### src/design/apn_pkg.sv
`timescale 1ns / 1ps
package apn_pkg;

    localparam int APN_BUFFER_DEPTH = 4096;

    localparam int SAMPLE_W  = 16;
    localparam int INDEX_W   = 12;
    localparam int MAG_W     = 16;
    localparam int QUOT_W    = 15;
    localparam int PROD_W    = QUOT_W + MAG_W - 1;
    localparam int DIV_CNT_W = $clog2(QUOT_W);

    localparam logic [QUOT_W-1:0] FULL_SCALE = QUOT_W'(32767);

    localparam logic KIND_LOAD  = 1'b0;
    localparam logic KIND_READ  = 1'b1;
    localparam logic FORMAT_S16 = 1'b0;
    localparam logic FORMAT_U8  = 1'b1;

    typedef struct packed {
        logic                kind;
        logic                start_new;
        logic [SAMPLE_W-1:0] raw_sample;
        logic [INDEX_W-1:0]  read_index;
    } t_in_item;

    typedef struct packed {
        logic signed [SAMPLE_W-1:0] scaled_sample;
        logic                       in_range;
    } t_out_item;

endpackage

### src/design/apn_div.sv
`timescale 1ns / 1ps
module apn_div
    import apn_pkg::*;
(
    input  logic              i_clk,
    input  logic              i_rst_n,
    input  logic              i_start,
    input  logic [PROD_W-1:0] i_dividend,
    input  logic [MAG_W-1:0]  i_divisor,
    output logic              o_done,
    output logic [QUOT_W-1:0] o_quot
);

    logic                 r_busy;
    logic                 r_done;
    logic [DIV_CNT_W-1:0] r_cnt;
    logic [MAG_W-1:0]     r_rem;
    logic [QUOT_W-1:0]    r_shift;
    logic [MAG_W-1:0]     r_divisor;

    logic [MAG_W:0]       trial;
    logic                 take;
    logic [MAG_W:0]       diff;

    // restoring step, one quotient bit per cycle
    assign trial = {r_rem, r_shift[QUOT_W-1]};
    assign take  = (trial >= {1'b0, r_divisor});
    assign diff  = trial - {1'b0, r_divisor};

    always_ff @(posedge i_clk) begin
        if (!i_rst_n) begin
            r_busy <= 1'b0;
            r_done <= 1'b0;
            r_cnt  <= '0;
        end else begin
            r_done <= 1'b0;
            if (i_start) begin
                r_busy    <= 1'b1;
                r_cnt     <= '0;
                r_rem     <= MAG_W'(i_dividend[PROD_W-1:QUOT_W]);
                r_shift   <= i_dividend[QUOT_W-1:0];
                r_divisor <= i_divisor;
            end else if (r_busy) begin
                r_rem   <= take ? diff[MAG_W-1:0] : trial[MAG_W-1:0];
                r_shift <= {r_shift[QUOT_W-2:0], take};
                r_cnt   <= r_cnt + 1'b1;
                if (r_cnt == DIV_CNT_W'(QUOT_W - 1)) begin
                    r_busy <= 1'b0;
                    r_done <= 1'b1;
                end
            end
        end
    end

    assign o_done = r_done;
    assign o_quot = r_shift;

endmodule

### config.mk
export PLATFORM = sky130hd
export DESIGN_NAME = apn_div
export DESIGN_NICKNAME = d
export VERILOG_FILES = /design/src/design/apn_pkg.sv /design/src/design/apn_div.sv
export SDC_FILE = /design/constraint.sdc
export NUM_CORES = 1
export LEC_CHECK = 0
export ABC_AREA = 1
export BUFFER_PORTS_ARGS = -buffer_cell sky130_fd_sc_hd__buf_2
export CORE_ASPECT_RATIO = 1.1
export CORE_UTILIZATION = 40
export DETAILED_ROUTE_END_ITERATION = 12
export HOLD_SLACK_MARGIN = 0.02
export MAX_ROUTING_LAYER = met4
export SYNTH_ARGS = -nofsm -noshare
export SYNTH_HDL_FRONTEND = slang
export SYNTH_SLANG_ARGS = --single-unit
### constraint.sdc
create_clock -name i_clk -period 2.55 [get_ports i_clk]
set_clock_uncertainty 0.1 [all_clocks]
set_input_delay 0.255 -clock i_clk [delete_from_list [all_inputs] [get_ports i_clk]]
set_output_delay 0.255 -clock i_clk [all_outputs]
set_load 0.05 [all_outputs]
==> out/metrics.cfg <==
[cells_and_area]
syn2layout_area_growth_pct=21.2
fin_util=0.510
instances_no_fill=624
drive_gt1_frac=0.194
diodes=0
nNetsFinal=583
final_cell_area_sq_um=4120

[synth]
synth_compound_area_frac=0.0232
synth_edf_count=47
yosys-top-cells-count=nand2_1 (174), inv_1 (59), edfxtp_1 (47), nand3_1 (33), ha_1 (18)
yosys.area.top_type=edfxtp_1
synthCells=432
synth_top_family_by_area=simple AND/OR/NAND/NOR gates
synth.most_common_cell=nand2_1
syn_nets=500
synth_async_sr_flop_share=0
synth-adder-area-share=0.0721
synth_seq_cells=53
syn_area_sq_um=3400
avgSynthCellArea_sq_um=7.87
synthMuxAreaShare=0
yosysWarnings=0
ys_seq_area_frac=0.450
ys.flop_type=edfxtp_1
synthSimpleGateAreaFrac=0.353
synth_xor_area_frac=0.0180
synth_cell_types=31
synthTopCellsByArea=edfxtp_1 (42%), nand2_1 (19%), ha_1 (6.6%), inv_1 (6.5%), nand3_1 (4.9%)
yosysTopAreaCellShare=0.415

[placed_design]
portBuffers=64
gp_congestion=0.883
dp.cells=601
place_hpwl_mm=5.87
dp_slack_ns=0.192
placed_area_sq_um=3860

[detailed_routing]
firstDrtPassIters=4
drc=0
vias=2919
drtIter0Drc=168
wl_mm=7.58
ant_nets=0
vias_per_cell=4.68
wl_per_cell_microns=12.2

[clock_network]
worst_skew_pair.late_latency_ns=0.31
cts_tree=yes
cts_setup_buffers=0
root_buffer=clkbuf_8
htree_levels=2
clkSinkCount=53
cts_made_buffers=5
clk_pin_slew_ns=0.10
clock_path_buffers=2

[setup_path]
cp-end-kind=register
rr_endpoint=r_rem[8]
cp_max_fo=4
arrival_ns=2.27
startpoint_type=register
r2r_cells=11
cp.required_ns=2.52
regToRegStartpoint=o_quot[14]
r2r_setup_slack_ns=0.25
worstSetupPathType=register to register

[global_routing]
antenna_found_initial=0
grt_max_degree=20
grt_use_total=0.192
grt_overflow_total=0
grt_pass1_vias=3036
grt_pass1_wl_mm=13.5

[status]
status=finished, final reports clean

[min_path]
hold_path_depth=1
hold_start=i_divisor[9]
hold_end=r_divisor[9]
hold_class=input port to register

[sta]
setup_viol=0
hold-worst-slack_ns=0.0358
worst_slack_ns=0.248
hold_violations=0
rsz0062_at_grt=false
tightest_slew_ns=0.724
finalCritPeriodShare=0.903
finalSetupTns_ns=0
fmax_mhz=434
worst_slew_margin_rel=0.517
min_period_ns=2.30
slew_viol_final=0

[die]
num_rows=34
core-area_sq_um=8080
start_util=0.421
boundaryPins=65
die_w_microns=89.9
dieArea_sq_um=8870
die_h_microns=98.7

[flow_run]
cap_violations=0

[power_and_ir_drop]
powerDensity_nw_per_um2=613
total_leakage_power_nw=2.07
total_power_mw=2.53
peakVddDrop_mv=0.319

report_power, final:
group / total (mW) / leakage, nW / internal (mW) / switching (mW)
sequential: 1.09 / 0.500 / 1.05 / 0.0398
combinational: 0.857 / 1.52 / 0.312 / 0.545
clock: 0.581 / 0.0518 / 0.290 / 0.292
sequential cells by signal, summed over array words and instances (netlist names):
register,cells
o_done,1
o_quot,15
r_busy,1
r_cnt,4
r_divisor,16
r_rem,16
metal layers:
metal	share of wire	global-route usage	vias up
met5	0	-	-
met4	0.0091	0.0459	0
met3	0.046	0.0208	6
met2	0.48	0.333	70
met1	0.47	0.243	1301
li1	-	-	1542
worst max path at each step:
| stage | startpoint | end | slack [ns] | depth (start not counted) |
|---|---|---|---|---|
| final | o_quot[14] | r_rem[8] | 0.25 | 11 |
| after global routing | r_rem[1] | r_rem[14] | 0.04 | 13 |
| after CTS | o_quot[14] | r_rem[8] | 0.16 | 11 |
| after detailed placement | o_quot[14] | r_rem[8] | 0.19 | 11 |
| after global placement | o_quot[14] | r_rem[8] | 0.27 | 11 |
| after floorplan | o_quot[14] | r_rem[8] | 0.14 | 11 |
cell usage in the layout (no fill, tap or decap), drive strengths merged, types with 2 or more instances in the layout:
cell and count:
inv 62, dlygate4sd3 15, edfxtp 47, nor2 24, dfxtp 6, nor3 6
clkbuf 5, xnor2 6, nand3 35, buf 71, a21oi 9, nand2 182
nor3b 2, nand4 5, ha 18, nand3b 12
cells by family (layout without fill, tap and decap cells):
kind of cell	count (synthesis)	in the layout
AO/OA/AOI/OAI	14	14
adder cells (fa/ha/maj)	19	19
XOR/XNOR	7	7
AND/OR/NAND/NOR	267	267
flip-flops	53	53
buffers and inverters	72	156
timing repair:
| item | 4_1_cts | 5_1_grt |
|---|---|---|
| endpoints found under the hold margin | 14 | 1 |
| resized for setup | 0 | 1 |
| hold buffers | 14 | 1 |
| endpoints found under the setup margin | 0 | 1 |
area by class of cell:
cell class              count  area, sq um
multi-input cells         307         1590
inverters                  62          233
repair buffers             86          523
clock inverters             3         41.3
flip-flops and latches     53         1530
well taps                 108          135
clock buffers               5         68.8
fillers                   817         3960
critical path, stage by stage, from the launching register on:
cell and delay, ns:
edfxtp_1 0.40, inv_1 0.09, ha_1 0.16, inv_1 0.10, fa_2 0.38, nand3_1 0.10
nand3_1 0.15, a21oi_1 0.23, xor2_1 0.17, nand2_1 0.07, nand3_1 0.07, nand2_1 0.05
Power figures use the tool's default switching activity.
